$ cat config.mk
export PLATFORM = sky130hd
export DESIGN_NAME = optical_flow_frame_decoder_unit_flat
export DESIGN_NICKNAME = d
export VERILOG_FILES = /design/src/rtl/core/ofd_pkg.sv /design/src/rtl/core/ofd_if.sv /design/src/rtl/core/ofd_parser.sv /design/src/rtl/core/optical_flow_frame_decoder_unit.sv /design/src/flat_wrapper.sv
export SDC_FILE = /design/constraint.sdc
export NUM_CORES = 1
export LEC_CHECK = 0
export BUFFER_PORTS_ARGS = -buffer_cell sky130_fd_sc_hd__buf_2
export CAP_MARGIN = 5
export CELL_PAD_IN_SITES_DETAIL_PLACEMENT = 0
export CELL_PAD_IN_SITES_GLOBAL_PLACEMENT = 1
export CORE_ASPECT_RATIO = 1.25
export CORE_MARGIN = 2
export CORE_UTILIZATION = 50
export CTS_BUF_LIST = sky130_fd_sc_hd__clkbuf_8
export DETAILED_ROUTE_END_ITERATION = 16
export PLACE_DENSITY = 0.89
export SYNTH_ARGS = -nofsm -noshare
export SYNTH_HDL_FRONTEND = slang
export SYNTH_HIERARCHICAL = 1
export SYNTH_SLANG_ARGS = --single-unit
$ cat constraint.sdc
create_clock -name clk -period 15.25 [get_ports clk]
set_clock_uncertainty 0.1 [all_clocks]
set_input_delay 2.2875 -clock clk [delete_from_list [all_inputs] [get_ports clk]]
set_output_delay 2.2875 -clock clk [all_outputs]
set_load 0.01 [all_outputs]
$ cat src/rtl/core/ofd_pkg.sv
// ----------------------------------------------------------------------------
// Optical flow frame decoder package
// Shared constants, register indexes and beat types for the decoder.
// ----------------------------------------------------------------------------
`default_nettype none

package ofd_pkg;

  // Frame header and flag byte position
  localparam logic [7:0] HDR_FIRST  = 8'hFE;
  localparam logic [7:0] HDR_SECOND = 8'h0A;
  localparam int unsigned FLAG_BYTE = 8;

  // Configuration register widths and reset values
  localparam int unsigned DB_W  = 15;
  localparam int unsigned LIM_W = 16;
  localparam logic [DB_W-1:0]  DEADBAND_RST = 15'd24;
  localparam logic [LIM_W-1:0] LOW_LIM_RST  = 16'd80;
  localparam logic [LIM_W-1:0] MID_LIM_RST  = 16'd130;

  // Configuration port
  localparam int unsigned CFG_IDX_W  = 2;
  localparam int unsigned CFG_DATA_W = 16;

  typedef enum logic [CFG_IDX_W-1:0] {
    CFG_DEADBAND = 2'd0,
    CFG_LOW_LIM  = 2'd1,
    CFG_MID_LIM  = 2'd2
  } cfg_idx_t;

  // Height buckets
  localparam logic [7:0] SCALE_LOW  = 8'd100;
  localparam logic [7:0] SCALE_MID  = 8'd160;
  localparam logic [7:0] SCALE_HIGH = 8'd220;

  // Good-frame event from the parser
  typedef struct packed {
    logic               good;
    logic               upd;
    logic signed [15:0] raw_x;
    logic signed [15:0] raw_y;
  } frame_t;

  // One result beat
  typedef struct packed {
    logic signed [15:0] flow_x_filtered;
    logic signed [15:0] flow_y_filtered;
    logic [7:0]         height_scale;
    logic signed [23:0] flow_x_scaled;
    logic signed [23:0] flow_y_scaled;
  } result_t;

endpackage

`default_nettype wire

$ cat src/rtl/core/ofd_if.sv
// ----------------------------------------------------------------------------
// Optical flow frame decoder channels
// Valid/ready channels for input bytes, result beats and register writes.
// ----------------------------------------------------------------------------
`default_nettype none

interface ofd_in_if;
  logic        valid;
  logic        ready;
  logic [7:0]  rx_byte;
  logic [15:0] altitude_cm;

  modport source (output valid, output rx_byte, output altitude_cm, input ready);
  modport sink   (input valid, input rx_byte, input altitude_cm, output ready);
endinterface

interface ofd_out_if;
  logic               valid;
  logic               ready;
  logic signed [15:0] flow_x_filtered;
  logic signed [15:0] flow_y_filtered;
  logic [7:0]         height_scale;
  logic signed [23:0] flow_x_scaled;
  logic signed [23:0] flow_y_scaled;

  modport source (output valid, output flow_x_filtered, output flow_y_filtered,
                  output height_scale, output flow_x_scaled, output flow_y_scaled,
                  input ready);
  modport sink   (input valid, input flow_x_filtered, input flow_y_filtered,
                  input height_scale, input flow_x_scaled, input flow_y_scaled,
                  output ready);
endinterface

interface ofd_cfg_if;
  logic        valid;
  logic        ready;
  logic [1:0]  index;
  logic [15:0] data;

  modport source (output valid, output index, output data, input ready);
  modport sink   (input valid, input index, input data, output ready);
endinterface

`default_nettype wire

$ cat src/rtl/core/ofd_parser.sv
// ----------------------------------------------------------------------------
// Optical flow frame parser
// Hunts for the header, stores the payload and checks the XOR checksum.
// ----------------------------------------------------------------------------
`default_nettype none

module ofd_parser
  import ofd_pkg::*;
#(
  parameter int unsigned PAYLOAD_LEN = 10
) (
  input  wire logic       clk,
  input  wire logic       rst_n,
  input  wire logic       accept,
  input  wire logic [7:0] rx_byte,
  output frame_t          frame
);

  localparam int unsigned CNT_W = $clog2(PAYLOAD_LEN + 1);
  localparam int unsigned IDX_W = $clog2(PAYLOAD_LEN);
  localparam logic [CNT_W-1:0] LEN = CNT_W'(PAYLOAD_LEN);

  typedef enum logic [2:0] {
    PH_HUNT = 3'b001,
    PH_HDR  = 3'b010,
    PH_BODY = 3'b100
  } phase_t;

  phase_t           phase_r, phase_nxt;
  logic [CNT_W-1:0] cnt_r, cnt_nxt;
  logic [7:0]       sum_r, sum_nxt;
  logic [7:0]       store_r [PAYLOAD_LEN];
  logic             store_we;

  always_comb begin
    phase_nxt  = phase_r;
    cnt_nxt    = cnt_r;
    sum_nxt    = sum_r;
    store_we   = 1'b0;
    frame.good = 1'b0;
    case (phase_r)
      PH_HUNT: begin
        if (rx_byte == HDR_FIRST) phase_nxt = PH_HDR;
      end
      PH_HDR: begin
        // a repeated first header byte is not a new header
        phase_nxt = (rx_byte == HDR_SECOND) ? PH_BODY : PH_HUNT;
        sum_nxt   = '0;
      end
      PH_BODY: begin
        if (cnt_r < LEN) begin
          store_we = 1'b1;
          cnt_nxt  = cnt_r + 1'b1;
          sum_nxt  = sum_r ^ rx_byte;
        end else begin
          frame.good = (sum_r == rx_byte);
          cnt_nxt    = '0;
          phase_nxt  = PH_HUNT;
        end
      end
      default: begin
        phase_nxt = PH_HUNT;
        cnt_nxt   = '0;
      end
    endcase
    frame.good  = frame.good & accept;
    frame.upd   = (store_r[FLAG_BYTE] != 8'd0);
    frame.raw_x = $signed({store_r[1], store_r[0]});
    frame.raw_y = $signed({store_r[3], store_r[2]});
  end

  always_ff @(posedge clk) begin
    if (!rst_n) begin
      phase_r <= PH_HUNT;
      cnt_r   <= '0;
      sum_r   <= '0;
    end else if (accept) begin
      phase_r <= phase_nxt;
      cnt_r   <= cnt_nxt;
      sum_r   <= sum_nxt;
    end
  end

  always_ff @(posedge clk) begin
    if (accept && store_we) store_r[cnt_r[IDX_W-1:0]] <= rx_byte;
  end

endmodule

`default_nettype wire

$ cat src/rtl/core/optical_flow_frame_decoder_unit.sv
// ----------------------------------------------------------------------------
// Optical flow frame decoder unit
// Parses sensor frames, then median, deadband and height scaling per axis.
// ----------------------------------------------------------------------------
// The result of a good frame is registered into the output register when its
//   checksum beat is accepted and that register is free, else into the skid stage.
// Throughput: one input beat per cycle; the output register plus a one-beat
//   skid stage keep input flowing while a result waits to be taken, and input
//   stalls only while both of them hold a beat.
// Reset (rst_n low, synchronous): parser back to header hunt, held flow and
//   median fill cleared, registers to deadband 24 and limits 80/130.
// ----------------------------------------------------------------------------
`default_nettype none

module optical_flow_frame_decoder_unit
  import ofd_pkg::*;
#(
  parameter int unsigned PAYLOAD_LEN = 10
) (
  input wire logic  clk,
  input wire logic  rst_n,
  ofd_in_if.sink    in_ch,
  ofd_out_if.source out_ch,
  ofd_cfg_if.sink   cfg_ch
);

  // --------------------------------------------------------------------------
  // Configuration registers: take a write on every cfg beat, drop unknown
  // indexes.
  // --------------------------------------------------------------------------
  logic [DB_W-1:0]  deadband_r;
  logic [LIM_W-1:0] low_lim_r;
  logic [LIM_W-1:0] mid_lim_r;
  logic             cfg_fire;

  assign cfg_ch.ready = 1'b1;
  assign cfg_fire     = cfg_ch.valid && cfg_ch.ready;

  always_ff @(posedge clk) begin
    if (!rst_n) begin
      deadband_r <= DEADBAND_RST;
      low_lim_r  <= LOW_LIM_RST;
      mid_lim_r  <= MID_LIM_RST;
    end else if (cfg_fire) begin
      case (cfg_idx_t'(cfg_ch.index))
        CFG_DEADBAND: deadband_r <= cfg_ch.data[DB_W-1:0];
        CFG_LOW_LIM:  low_lim_r  <= cfg_ch.data[LIM_W-1:0];
        CFG_MID_LIM:  mid_lim_r  <= cfg_ch.data[LIM_W-1:0];
        default: ;
      endcase
    end
  end

  // --------------------------------------------------------------------------
  // Handshake: accept input whenever the skid stage is free.
  // --------------------------------------------------------------------------
  logic    out_valid_r, out_valid_nxt;
  logic    skid_valid_r, skid_valid_nxt;
  result_t out_r, out_nxt;
  result_t skid_r, skid_nxt;
  logic    in_fire;
  logic    out_fire;
  frame_t  frame;

  assign in_ch.ready = !skid_valid_r;
  assign in_fire     = in_ch.valid && in_ch.ready;
  assign out_fire    = out_valid_r && out_ch.ready;

  ofd_parser #(
    .PAYLOAD_LEN (PAYLOAD_LEN)
  ) u_parser (
    .clk     (clk),
    .rst_n   (rst_n),
    .accept  (in_fire),
    .rx_byte (in_ch.rx_byte),
    .frame   (frame)
  );

  // --------------------------------------------------------------------------
  // Filter state: held flow, three-entry median windows, fill tracking.
  // --------------------------------------------------------------------------
  logic signed [15:0] held_x_r, held_y_r;
  logic signed [15:0] win_x_r [3];
  logic signed [15:0] win_y_r [3];
  logic [1:0]         slot_r, slot_nxt;
  logic               full_r, full_nxt;

  function automatic logic signed [15:0] median3(input logic signed [15:0] a,
                                                 input logic signed [15:0] b,
                                                 input logic signed [15:0] c);
    logic signed [15:0] lo;
    logic signed [15:0] hi;
    lo = (a < b) ? a : b;
    hi = (a < b) ? b : a;
    if (c <= lo)      median3 = lo;
    else if (c >= hi) median3 = hi;
    else              median3 = c;
  endfunction

  function automatic logic signed [15:0] dead_zone(input logic signed [15:0] v,
                                                   input logic [DB_W-1:0]    db);
    logic signed [16:0] v_ext;
    logic signed [16:0] db_pos;
    v_ext  = 17'(v);
    db_pos = $signed({2'b00, db});
    dead_zone = (v_ext < db_pos && v_ext > -db_pos) ? 16'sd0 : v;
  endfunction

  logic signed [15:0] fx_in, fy_in;
  logic signed [15:0] wx [3];
  logic signed [15:0] wy [3];
  logic signed [15:0] fx_med, fy_med;
  logic signed [15:0] fx_out, fy_out;
  logic [7:0]         scale;
  logic signed [24:0] prod_x, prod_y;
  result_t            res;

  always_comb begin
    // a frame with a clear flag byte feeds the last output again
    fx_in = frame.upd ? frame.raw_x : held_x_r;
    fy_in = frame.upd ? frame.raw_y : held_y_r;
    for (int i = 0; i < 3; i++) begin
      wx[i] = (slot_r == 2'(i)) ? fx_in : win_x_r[i];
      wy[i] = (slot_r == 2'(i)) ? fy_in : win_y_r[i];
    end
    full_nxt = full_r || (slot_r == 2'd2);
    slot_nxt = (slot_r == 2'd2) ? 2'd0 : slot_r + 2'd1;
    // pass through until the window has seen three frames
    fx_med = full_nxt ? median3(wx[0], wx[1], wx[2]) : fx_in;
    fy_med = full_nxt ? median3(wy[0], wy[1], wy[2]) : fy_in;
    fx_out = dead_zone(fx_med, deadband_r);
    fy_out = dead_zone(fy_med, deadband_r);

    if (in_ch.altitude_cm < low_lim_r)      scale = SCALE_LOW;
    else if (in_ch.altitude_cm < mid_lim_r) scale = SCALE_MID;
    else                                    scale = SCALE_HIGH;

    prod_x = 25'(fx_out) * 25'($signed({1'b0, scale}));
    prod_y = 25'(fy_out) * 25'($signed({1'b0, scale}));

    res.flow_x_filtered = fx_out;
    res.flow_y_filtered = fy_out;
    res.height_scale    = scale;
    res.flow_x_scaled   = prod_x[23:0];
    res.flow_y_scaled   = prod_y[23:0];
  end

  always_ff @(posedge clk) begin
    if (!rst_n) begin
      held_x_r <= '0;
      held_y_r <= '0;
      slot_r   <= '0;
      full_r   <= 1'b0;
    end else if (frame.good) begin
      held_x_r <= fx_out;
      held_y_r <= fy_out;
      slot_r   <= slot_nxt;
      full_r   <= full_nxt;
    end
  end

  always_ff @(posedge clk) begin
    if (frame.good) begin
      win_x_r[slot_r] <= fx_in;
      win_y_r[slot_r] <= fy_in;
    end
  end

  // --------------------------------------------------------------------------
  // Output register and skid stage: advance the skid beat when the output
  // register drains, park a new result in the skid when the output register stays full.
  // --------------------------------------------------------------------------
  always_comb begin
    out_valid_nxt  = out_valid_r;
    skid_valid_nxt = skid_valid_r;
    out_nxt        = out_r;
    skid_nxt       = skid_r;
    if (out_fire) begin
      out_valid_nxt  = skid_valid_r;
      out_nxt        = skid_r;
      skid_valid_nxt = 1'b0;
    end
    if (frame.good) begin
      if (!out_valid_nxt) begin
        out_valid_nxt = 1'b1;
        out_nxt       = res;
      end else begin
        skid_valid_nxt = 1'b1;
        skid_nxt       = res;
      end
    end
  end

  always_ff @(posedge clk) begin
    if (!rst_n) begin
      out_valid_r  <= 1'b0;
      skid_valid_r <= 1'b0;
    end else begin
      out_valid_r  <= out_valid_nxt;
      skid_valid_r <= skid_valid_nxt;
    end
  end

  always_ff @(posedge clk) begin
    out_r  <= out_nxt;
    skid_r <= skid_nxt;
  end

  assign out_ch.valid           = out_valid_r;
  assign out_ch.flow_x_filtered = out_r.flow_x_filtered;
  assign out_ch.flow_y_filtered = out_r.flow_y_filtered;
  assign out_ch.height_scale    = out_r.height_scale;
  assign out_ch.flow_x_scaled   = out_r.flow_x_scaled;
  assign out_ch.flow_y_scaled   = out_r.flow_y_scaled;

  // --------------------------------------------------------------------------
  // Assertions
  // --------------------------------------------------------------------------
  a_skid_behind_out: assert property (@(posedge clk) disable iff (!rst_n)
    skid_valid_r |-> out_valid_r)
    else $error("skid stage holds a beat while the output register is empty");

  a_no_drop: assert property (@(posedge clk) disable iff (!rst_n)
    (out_valid_r && !out_ch.ready) |=> out_valid_r)
    else $error("pending result beat lost");

  a_slot_range: assert property (@(posedge clk) disable iff (!rst_n)
    slot_r != 2'd3)
    else $error("median window slot out of range");

  a_full_after_third: assert property (@(posedge clk) disable iff (!rst_n)
    $rose(full_r) |-> ($past(slot_r) == 2'd2 && slot_r == 2'd0))
    else $error("median window marked full before three frames");

  a_scale_bucket: assert property (@(posedge clk) disable iff (!rst_n)
    out_valid_r |-> (out_r.height_scale == SCALE_LOW ||
                     out_r.height_scale == SCALE_MID ||
                     out_r.height_scale == SCALE_HIGH))
    else $error("height scale is not a known bucket");

endmodule

`default_nettype wire
$ cat src/flat_wrapper.sv
// flat-port wrapper written by rule: the top's interface ports become plain ports
module optical_flow_frame_decoder_unit_flat import ofd_pkg::*;
#(
  parameter int unsigned PAYLOAD_LEN = 10
)
  (clk, rst_n, in_ch_valid, in_ch_rx_byte, in_ch_altitude_cm, in_ch_ready, out_ch_valid, out_ch_flow_x_filtered, out_ch_flow_y_filtered, out_ch_height_scale, out_ch_flow_x_scaled, out_ch_flow_y_scaled, out_ch_ready, cfg_ch_valid, cfg_ch_index, cfg_ch_data, cfg_ch_ready);
  ofd_in_if in_ch_i ();
  ofd_out_if out_ch_i ();
  ofd_cfg_if cfg_ch_i ();
  input wire logic clk;
  input wire logic rst_n;
  input wire logic [$bits(in_ch_i.valid)-1:0] in_ch_valid;
  input wire logic [$bits(in_ch_i.rx_byte)-1:0] in_ch_rx_byte;
  input wire logic [$bits(in_ch_i.altitude_cm)-1:0] in_ch_altitude_cm;
  output wire logic [$bits(in_ch_i.ready)-1:0] in_ch_ready;
  output wire logic [$bits(out_ch_i.valid)-1:0] out_ch_valid;
  output wire logic [$bits(out_ch_i.flow_x_filtered)-1:0] out_ch_flow_x_filtered;
  output wire logic [$bits(out_ch_i.flow_y_filtered)-1:0] out_ch_flow_y_filtered;
  output wire logic [$bits(out_ch_i.height_scale)-1:0] out_ch_height_scale;
  output wire logic [$bits(out_ch_i.flow_x_scaled)-1:0] out_ch_flow_x_scaled;
  output wire logic [$bits(out_ch_i.flow_y_scaled)-1:0] out_ch_flow_y_scaled;
  input wire logic [$bits(out_ch_i.ready)-1:0] out_ch_ready;
  input wire logic [$bits(cfg_ch_i.valid)-1:0] cfg_ch_valid;
  input wire logic [$bits(cfg_ch_i.index)-1:0] cfg_ch_index;
  input wire logic [$bits(cfg_ch_i.data)-1:0] cfg_ch_data;
  output wire logic [$bits(cfg_ch_i.ready)-1:0] cfg_ch_ready;
  assign in_ch_i.valid = in_ch_valid;
  assign in_ch_i.rx_byte = in_ch_rx_byte;
  assign in_ch_i.altitude_cm = in_ch_altitude_cm;
  assign in_ch_ready = in_ch_i.ready;
  assign out_ch_valid = out_ch_i.valid;
  assign out_ch_flow_x_filtered = out_ch_i.flow_x_filtered;
  assign out_ch_flow_y_filtered = out_ch_i.flow_y_filtered;
  assign out_ch_height_scale = out_ch_i.height_scale;
  assign out_ch_flow_x_scaled = out_ch_i.flow_x_scaled;
  assign out_ch_flow_y_scaled = out_ch_i.flow_y_scaled;
  assign out_ch_i.ready = out_ch_ready;
  assign cfg_ch_i.valid = cfg_ch_valid;
  assign cfg_ch_i.index = cfg_ch_index;
  assign cfg_ch_i.data = cfg_ch_data;
  assign cfg_ch_ready = cfg_ch_i.ready;
  optical_flow_frame_decoder_unit #(.PAYLOAD_LEN(PAYLOAD_LEN)) u_core (.clk(clk), .rst_n(rst_n), .in_ch(in_ch_i), .out_ch(out_ch_i), .cfg_ch(cfg_ch_i));
endmodule
==> After elaboration in Yosys (flattened, before gate mapping) <==
Memories as Yosys holds them, arrays and structs flattened.
Index checks and enable logic that the tools add are counted.
{ "word_totals": {"register_bits": 275, "mem_bits_rw": 176, "input_bits": 47, "mem_count": 3} }
{ "mem_list": {"columns": ["name", "words", "width", "read_ports", "rd_ports_with_merged_regs", "wr", "line_no", "text"], "rows": [
  ["u_core.u_parser.store_r", 10, 8, 5, 0, 1, "ofd_parser.sv:32", "logic [7:0] store_r [PAYLOAD_LEN];"],
  ["u_core.win_x_r", 3, 16, 3, 0, 1, "optical_flow_frame_decoder_unit.sv:83", "logic signed [15:0] win_x_r [3];"],
  ["u_core.win_y_r", 3, 16, 3, 0, 1, "optical_flow_frame_decoder_unit.sv:84", "logic signed [15:0] win_y_r [3];"]
]} }
{ "classes": {"n_addsub": 3, "n_mul": 2, "n_lt_le_gt_ge": 13, "n_eq_ne": 13, "mux": 47, "n_bitwise": 3, "n_reduce_logical": 19} }
{ "op_table": {"columns": ["operator", "count"], "rows": [
  ["16-bit two-way mux", 20],
  ["88-bit two-way mux", 3],
  ["16-bit less-than comparator", 6],
  ["16-bit by 9-bit multiplier with 24-bit output", 2],
  ["16-bit by 17-bit > comparator with 1-bit output", 2],
  ["16-bit greater-or-equal comparator", 2],
  ["16-bit <= comparator", 2],
  ["15-bit negator with 17-bit output", 1],
  ["8-bit two-way mux", 2],
  ["8-bit case mux with 2 select lines", 1],
  ["1-bit two-way mux", 13],
  ["2-bit AND reduction", 5],
  ["3-bit two-way mux", 3],
  ["3-bit case mux with 3 select lines", 1],
  ["8-bit by 4-bit equality test with 1-bit output (second input constant)", 1],
  ["8-bit equality test", 1],
  ["8-bit equality test (second input constant)", 1],
  ["4-bit case mux with 2 select lines", 1],
  ["8-bit nonzero test", 1],
  ["8-bit XOR", 1],
  ["7-bit two-way mux", 1],
  ["2-bit != test (second input constant)", 3],
  ["3-bit AND reduction", 2],
  ["1-bit logical AND", 5],
  ["other kinds (17)", 20]
]} }

==> Longest topological paths before layout <==
Gate-level depths: netlist (run 1).
An unclocked memory read counts as a cell.
{ "depth": {"word_depth": 16, "ltp_mapped": 63, "ltp_nobuf": 55} }

==> Cells and area by module <==
The synthesis (run 1) kept the hierarchy.
{ "modules_own_cells": {"columns": ["mod", "instances", "cells_each", "area_per_inst_um2"], "rows": [
  ["optical_flow_frame_decoder_unit", 1, 2891, 26317.7],
  ["ofd_parser", 1, 162, 2225.9]
]} }

==> Least setup slack after synthesis (run 1) <==
OpenSTA, ideal clock, no wires.
{ "synth_path": {"path_type": "register to register", "startpoint": "mem u_core.u_parser.store_r[8][1]", "endpoint": "reg u_core.out_r (netlist bit u_core/out_ch.flow_x_scaled[23])", "setup_time_ps": 114, "arrival_time_ps": 12199, "slack_ps": 2838, "stages_incl_launch_ff": 59, "n_path_buf": 7, "period_less_slack_ps": 12412, "path_cell_list": "edfxtp_1 nor4_1 nand2_1 buf_4 buf_2 buf_2 mux2i_1 nand2_1 o21ai_0 inv_1 ha_1 nand4_1 nor2_1 a21oi_1 o211a_1 a31oi_1 buf_2 mux2_2 (+23 left out) xor2_1 fa_1 inv_1 fa_1 inv_1 fa_1 inv_1 ha_1 o21a_1 o31a_1 o211ai_1 a31oi_1 o2111ai_1 nand3b_1 a21o_1 a21oi_1 xnor3_1 a21o_1"} }
{ "synth_rtl": {"columns": ["item", "line_no", "text"], "rows": [
  ["from (decl)", "ofd_parser.sv:32", null],
  ["to (signal assigned)", "optical_flow_frame_decoder_unit.sv:205", "out_r <= out_nxt;"],
  ["to (decl)", "optical_flow_frame_decoder_unit.sv:59", "result_t out_r, out_nxt;"]
]} }

==> results of run 1 <==
-- synthesized netlist by cell type (4+ instances only) --
cell type  count
nor4_1        10
mux2_2        29
xor2_1        17
a221oi_1       4
a31oi_1        9
clkbuf_1      92
a21boi_0      44
a2111oi_0      6
nor3b_1       19
a21o_1        33
dfxtp_1      187
nand3b_1      14
or2_2          4
or3_1          4
o211ai_2       4
nand2b_1      22
and2_1        14
o21ai_1        8
ha_1         311
xnor2_1       36
a211oi_1      46
a2bb2oi_1      5
o21ai_0      143
nand2_2        4
nand3_1       89
buf_1         10
o21a_1        25
nor2b_1       22
nor2_1       278
and3_1        54
o22ai_1       10
o211ai_1      20
buf_4         11
a211o_1        6
fa_1         121
and4_1         8
nor3_1        42
edfxtp_1     216
nand4_1       24
inv_1        341
a21oi_1      272
buf_2         18
nand2_1      251
mux2i_1       85
o31ai_1        8
-- area by class of cell --
| class | count | share of cell area |
|---|---|---|
| Clock buffer | 77 | 0.0336 |
| Tap cell | 742 | 0.0295 |
| Inverter | 346 | 0.0414 |
| Clock inverter | 51 | 0.00762 |
| Sequential cell | 403 | 0.325 |
| Antenna cell | 1 | 0.0000794 |
| Multi-Input combinational cell | 2172 | 0.524 |
| Timing Repair Buffer | 207 | 0.0389 |
-- layer usage --
| layer | vias up | GRT usage |
|---|---|---|
| met4 | 0 | 0.149 |
| met5 | - | 0 |
| met3 | 226 | 0.0379 |
| met2 | 792 | 0.483 |
| met1 | 11200 | 0.332 |
| li1 | 11000 | - |
-- stage by stage --
| stage | hold slack, ns | cells | setup WS (ns) | area, µm² |
|---|---|---|---|---|
| finish | 0.359 | 3999 | 1.05 | 31500 |
| detailed placement | 0.349 | 3870 | 0.940 | 30200 |
| CTS | 0.357 | 3998 | 0.875 | 31500 |
| floorplan | 0.343 | 3053 | 2.84 | 28500 |
| global placement | 0.353 | 3870 | 1.08 | 30200 |
| global route | 0.373 | 3999 | 0.162 | 31500 |
-- registers in the layout (all words and copies together), names as in the netlist, 8 cells and up --
name and count:
u_core/mid_lim_r 16, u_core/win_x_r 48, u_core/held_y_r 16, u_core/out_ch.flow_y_filtered 16, u_core/held_x_r 16, u_core/u_parser/store_r 40
u_core/win_y_r 48, u_core/out_ch.flow_x_scaled 24, u_core/low_lim_r 16, u_core/out_ch.flow_y_scaled 24, u_core/out_ch.height_scale 8, u_core/out_ch.flow_x_filtered 16
u_core/u_parser/sum_r 8, u_core/skid_r 80, u_core/deadband_r 15
-- path summary, 6_finish.rpt --
check,to,startpoint
setup / recovery,u_core/out_ch.flow_x_scaled[23],u_core/u_parser/store_r[8][1]
hold / removal,u_core/out_ch.height_scale[3],u_core/out_ch.height_scale[3]
setup reg to reg,u_core/out_ch.flow_x_scaled[23],u_core/u_parser/store_r[8][1]
hold reg to reg,u_core/out_ch.height_scale[3],u_core/out_ch.height_scale[3]
-- power groups by stage --
stage	clock network (mW)	registers, mW	logic, mW
floorplan	0	1.19	0.441
global placement	0	1.19	0.551
detailed placement	0	1.19	0.573
CTS	0.955	1.17	0.578
global route	1.00	1.17	0.661
finish	0.929	1.17	0.575
-- critical path, delay by kind of cell (launching register included) --
kind,cells,cell delay (ns)
XOR/XNOR,1,0.36
buffers and inverters,8,1.67
AO/OA/AOI/OAI,22,4.54
multiplexers,2,0.96
AND/OR/NAND/NOR,11,2.84
adder cells (fa/ha/maj),8,3.20
flip-flops,1,0.39
-- cells by family (layout without fill, tap and decap cells) --
logic type / after synthesis / after routing / share of synthesized area
DFF: 403 / 403 / 0.358
muxes: 117 / 117 / 0.0428
and+or+nand+nor: 883 / 883 / 0.146
xor gates and xnor gates: 54 / 54 / 0.0171
adders and majority gates: 432 / 432 / 0.221
buffers and inverters: 478 / 681 / 0.0655
other: 1 / 2 / 0.000131
AOI/OAI and AO/OA: 685 / 685 / 0.149
==> summary.md, run 1 <==
| Metric | Value |
|---|---|
| Area of the multi-input gates | 16500 µm² |
| Cell variety after synth | 97 |
| R2R setup slack | 1.05 ns |
| Via count | 23200 |
| Post-synth top area share | 0.227 |
| Met2 WL | 39500 µm |
| Clk sink count | 403 |
| CTS Buf Count | 70 |
| Drc violations | 0 |
| DR top layer | met4 |
| Largest fanout on the critical path | 21 |
| Synthesized Nets | 3532 |
| Reg area | 10200 µm² |
| Pins Over Slew Limit | 0 |
| Comb pwr share | 0.215 |
| Initial Util | 0.508 |
| WL met1 | 32500 µm |
| PostCTS Resize Cnt | 0 |
| Hold crit path type | flip-flop to flip-flop |
| Post-synthesis average cell area | 9.35 µm² |
| H-tree Lvls | 3 |
| Worst slew pin tran | 1.12 ns |
| CTS root buf | clkbuf_8 |
| R2r worst-path depth | 52 |
| Hold Path Depth | 2 |
| Hold-fix buffers, CTS | 0 |
| CTS clk-pin slew, worst paths | 0.06 ns |
| Sw Pwr | 0.808 mW |
| First-pass GRT wire length | 129000 µm |
| Sequential-to-total area share from yosys stat | 0.358 |
| Total gr overflow | 0 |
| Site Rows | 97 |
| P_int | 1.87 mW |
| Starting DRT DRC Count | 1637 |
| Mapped Cells | 3053 |
| Max_cap viols | 0 |
| Postcts setup bufs | 0 |
| I/O pin count | 138 |
| Post-DR wirelength/cell | 20.2 µm |
| DP HPWL | 61400 µm |
| Synthesized area | 28500 µm² |
| CP peak stage delay | 0.57 ns |
| Most frequently used flop master after synthesis | edfxtp_1 |
| Final estimated routing congestion in global placement | 1.05 |
| DRT Pass-1 Iters | 6 |
| Cell taking the most area after synthesis | edfxtp_1 |
| Worst Path Required | 15.68 ns |
| Most frequent cells in the layout | inv_1 (374), ha_1 (311), nor2_1 (273) |
| Synth async-reset ratio | 0 |
| Synth area leaders | edfxtp_1 (23%), ha_1 (14%), dfxtp_1 (13%) |
| Total track usage | 0.278 |
| Initial antenna violation count | 1 |
| Reg power frac | 0.438 |
| Sw Ratio | 0.302 |
| Final hold vios | 0 |
| Fin nets | 3679 |
| Max Fclk | 0.0704 GHz |
| Pin count of the biggest net entering global routing | 99 |
| Fin crit period | 14.20 ns |
| Max VDD drop | 0.0000683 V |
| PnR Total Power | 2.67 mW |
| Final Util | 0.561 |
| CTS tree | done |
| Final setup violation count | 0 |
| Clock share of power | 0.347 |
| DIE WIDTH | 218 µm |
| Critical path type | flip-flop to flip-flop |
| Core area | 56200 µm² |
| Layout cells sized above 1 | 0.117 |
| Post-route ant nets | 0 |
| Slew headroom | 0.247 |
| Startpoint Class | flip-flop |
| Clk buf depth | 3 |
| Routed length on met3 | 4650 µm |
| IO Port Bufs | 136 |
| CP endpoint kind | flip-flop |
| Outcome | completed |
| RSZ-0062 raised after global routing | no |
| Fillcell total | 4968 |
| Number of global-route vias before repair | 24000 |
| CP max stage cell | mux2i_1 |
| Final period util | 0.931 |
| LEAKAGE | 14.6 nW |
| CP most frequent cell | a21oi_1 |
| Vias/cell | 5.80 |
| Post-synth EDFFs | 216 |
| Clk_lat worst skew | 0.67 ns |
| Ys Warns | 6 |
| Die Area | 59000 µm² |
| WP data arrival | 14.63 ns |
| Area growth syn-to-layout | 10.4% |
| Power Dens Cells | 84.9 nW/µm² |
| Die H | 271 µm |
| Setup_tns | 0 ns |
| Register bit total from synthesis | 403 |
| Most common cell after layout, fill and taps aside | inv_1 |
| Total wire length | 81000 µm |
Note: power is estimated with default switching activity, not from simulation.
==> run 2, diff against run 1 <==
CORE_UTILIZATION = 51   (was 50)
PLACE_DENSITY = 0.9   (was 0.89)
SYNTH_HIERARCHICAL = not set   (was 1)
==> summary.md, run 2 <==
| Metric | Value |
|---|---|
| Outcome | completed |
| Post-DR wirelength/cell | 20.1 µm (-0.76%) |
| Clk buf depth | 3 (unchanged) |
| H-tree Lvls | 3 (unchanged) |
| Synth async-reset ratio | 0 (unchanged) |
| Final Util | 0.567 (+0.00655) |
| Final setup margin | 0.913 ns (-0.137 ns) |
| Post-synthesis average cell area | 9.44 µm² (+0.93%) |
| Largest registers | u_core.skid_r (80), u_core.win_x_r (48), u_core.win_y_r (48) |
| Synthesized area | 28800 µm² (+1.1%) |
| DIE WIDTH | 217 µm (-0.45%) |
| Ys Warns | 0 (-6) |
| LEAKAGE | 14.9 nW (+2.1%) |
| Fin crit period | 14.34 ns (+0.137 ns) |
| First-pass GRT wire length | 127000 µm (-1.9%) |
| Sw Pwr | 0.847 mW (+4.9%) |
| Crit path launch | u_core.u_parser.store_r[8][1] |
| Startpoint Class | flip-flop |
| Met3 global-route usage | 0.0437 (+0.00582) |
| Most common cell after layout, fill and taps aside | inv_1 |
| Comb pwr share | 0.225 (+0.010) |
| CTS Buf Count | 67 (-4.3%) |
| Cell variety after synth | 96 (-1.0%) |
| IO Port Bufs | 136 (unchanged) |
| Reg-to-reg startpoint | u_core.u_parser.store_r[8][1] |
| Most frequently used flop master after synthesis | edfxtp_1 |
| Largest fanout on the critical path | 28 (+33%) |
| Met1 global-route usage | 0.331 (-0.00134) |
| Min Hold Slack | 0.348 ns (-0.0109 ns) |
| Clk_lat worst skew | 0.67 ns (about the same) |
| Max reg flops | 80 (unchanged) |
| Total track usage | 0.275 (-0.00320) |
| Layout cells sized above 1 | 0.121 (+0.00349) |
| Post-synth EDFFs | 216 (unchanged) |
| Max Fclk | 0.0698 GHz (-0.96%) |
| CP peak stage delay | 0.60 ns (+0.03 ns) |
| Fin nets | 3653 (-0.71%) |
| CP max stage cell | nor4_1 |
| WP data arrival | 14.80 ns (+0.17 ns) |
| Die Area | 58500 µm² (-0.90%) |
| Site Rows | 97 (unchanged) |
| Slew headroom | 0.276 (+0.0288) |
| Largest delay contributor family on the critical path | compound AO/OA/AOI/OAI gates |
| Initial antenna violation count | 1 (unchanged) |
| Sw Ratio | 0.301 (-0.00148) |
| CP endpoint kind | flip-flop |
| Clock share of power | 0.359 (+0.012) |
| Core area | 55900 µm² (-0.43%) |
| I/O pin count | 138 (unchanged) |
| Pin count of the biggest net entering global routing | 72 (-27%) |
| Reg power frac | 0.416 (-0.022) |
| Worst slew pin tran | 1.08 ns (-0.0430 ns) |
| Max_cap viols | 0 (unchanged) |
| Initial Util | 0.516 (+0.00762) |
| Post-route ant nets | 0 (unchanged) |
| Register bit total from synthesis | 403 (unchanged) |
| Final estimated routing congestion in global placement | 0.971 (-7.7%) |
| Pins Over Slew Limit | 0 (unchanged) |
| Hold-fix buffers, CTS | 0 (unchanged) |
| P_int | 1.97 mW (+5.6%) |
| Synth area leaders | edfxtp_1 (22%), ha_1 (13%), dfxtp_1 (13%) |
| Pre-CTS WS | 0.294 ns (-0.646 ns) |
| Area growth syn-to-layout | 10.1% |
| Clk sink count | 403 (unchanged) |
| Worst Path Required | 15.71 ns (+0.03 ns) |
| DRT Pass-1 Iters | 5 (-1) |
| Hold crit path type | flip-flop to flip-flop |
| Post-route cell area | 31800 µm² (+0.73%) |
| Most frequent cells in the layout | inv_1 (375), ha_1 (309), nor2_1 (277) |
| Starting DRT DRC Count | 1378 (-16%) |
| RSZ-0062 raised after global routing | no |
| Drc violations | 0 (unchanged) |
| Post-synth top area share | 0.225 (-0.00239) |
| Worst hold path startpoint | u_core.held_y_r[4] |
| Max VDD drop | 0.000128 V (+87%) |
| Die H | 270 µm (-0.45%) |
| DP HPWL | 60300 µm (-1.8%) |
| Cell taking the most area after synthesis | edfxtp_1 |
| CTS tree | done |
| Sequential-to-total area share from yosys stat | 0.355 (-0.00376) |
| Power Dens Cells | 88.8 nW/µm² (+4.6%) |
| Final hold vios | 0 (unchanged) |
| Critical path type | flip-flop to flip-flop |
| Mapped Cells | 3057 (+0.13%) |
| Vias/cell | 5.76 (-0.82%) |
| Final setup violation count | 0 (unchanged) |
| Most common cell in the netlist | inv_1 |
| Layer with the highest usage | met2 |
| Most frequent cells after synthesis | inv_1 (349), ha_1 (309), nor2_1 (282) |
| Critical path buffers and inverters | 8 (unchanged) |
| Grt met2 use | 0.476 (-0.00745) |
| Via count | 22900 (-1.5%) |
| Number of global-route vias before repair | 23400 (-2.6%) |
| Total wire length | 79800 µm (-1.5%) |
| Synthesized Nets | 3536 (+0.11%) |
| Top reg by flops | u_core.skid_r |
| Post-DP Area | 30300 µm² (+0.34%) |
| Total gr overflow | 0 (unchanged) |
| CTS clk-pin slew, worst paths | 0.06 ns (about the same) |
| Setup_tns | 0 ns (unchanged) |
| CTS root buf | clkbuf_8 |
| Final period util | 0.940 (+0.00898) |
run 2: repair_timing:
action	CTS	global route
buffers inserted	0	1
setup endpoints to repair	0	30
resized for setup	0	7
run 2: power by group through the flow:
stage          clock network, mW  registers [mW]  logic, mW
5_1_grt                     1.08            1.17      0.729
4_1_cts                     1.03            1.17      0.638
3_3_place_gp                   0            1.19      0.615
6_report                    1.01            1.17      0.634
3_5_place_dp                   0            1.19      0.628
2_1_floorplan                  0            1.19      0.483
run 2: final timing paths:
path	to	slack, ns	depth (start not counted)
max	u_core.out_ch.flow_y_scaled[23]	0.91	58
min	u_core.held_y_r[4]	0.35	2
max reg2reg	u_core.out_ch.flow_y_scaled[23]	0.91	58
min reg2reg	u_core.held_y_r[4]	0.35	2
run 2: tightest hold or removal path, stage by stage, from the launching register on:
cell,delay (ns)
dfxtp_1,0.31
nand2_1,0.05
o21ai_1,0.05
run 2: final cells by class:
class | count | area, µm²
diodes | 1 | 2.50
clock buffers | 77 | 1060
clock inverters | 46 | 343
fillers | 4910 | 24200
inverters | 350 | 1310
multi-input cells | 2168 | 16800
flip-flops and latches | 403 | 10200
well taps | 742 | 928
repair buffers | 184 | 1050
run 2: kinds of logic (layout without fill, tap and decap cells):
family,Yosys count,after routing,share of synthesized area
DFF,403,403,0.355
adders and majority gates,432,432,0.219
other,1,2,0.000130
muxes,136,136,0.0484
buffers and inverters,486,657,0.0656
AOI/OAI and AO/OA,682,682,0.155
xor gates and xnor gates,60,60,0.0192
and+or+nand+nor,857,857,0.137
run 2: per-layer routing:
metal | wire length, µm | vias up | share of wire
li1 | - | 10900 | -
met1 | 32100 | 11000 | 0.40
met2 | 39300 | 735 | 0.49
met3 | 4820 | 211 | 0.060
met4 | 3600 | 0 | 0.045
met5 | 0 | - | 0
run 2: stage by stage:
stage                     power [mW]  cells
after floorplan                 1.68   3057
after global placement          1.81   3846
after detailed placement        1.82   3846
after CTS                       2.84   3969
after global routing            2.98   3971
final                           2.82   3971
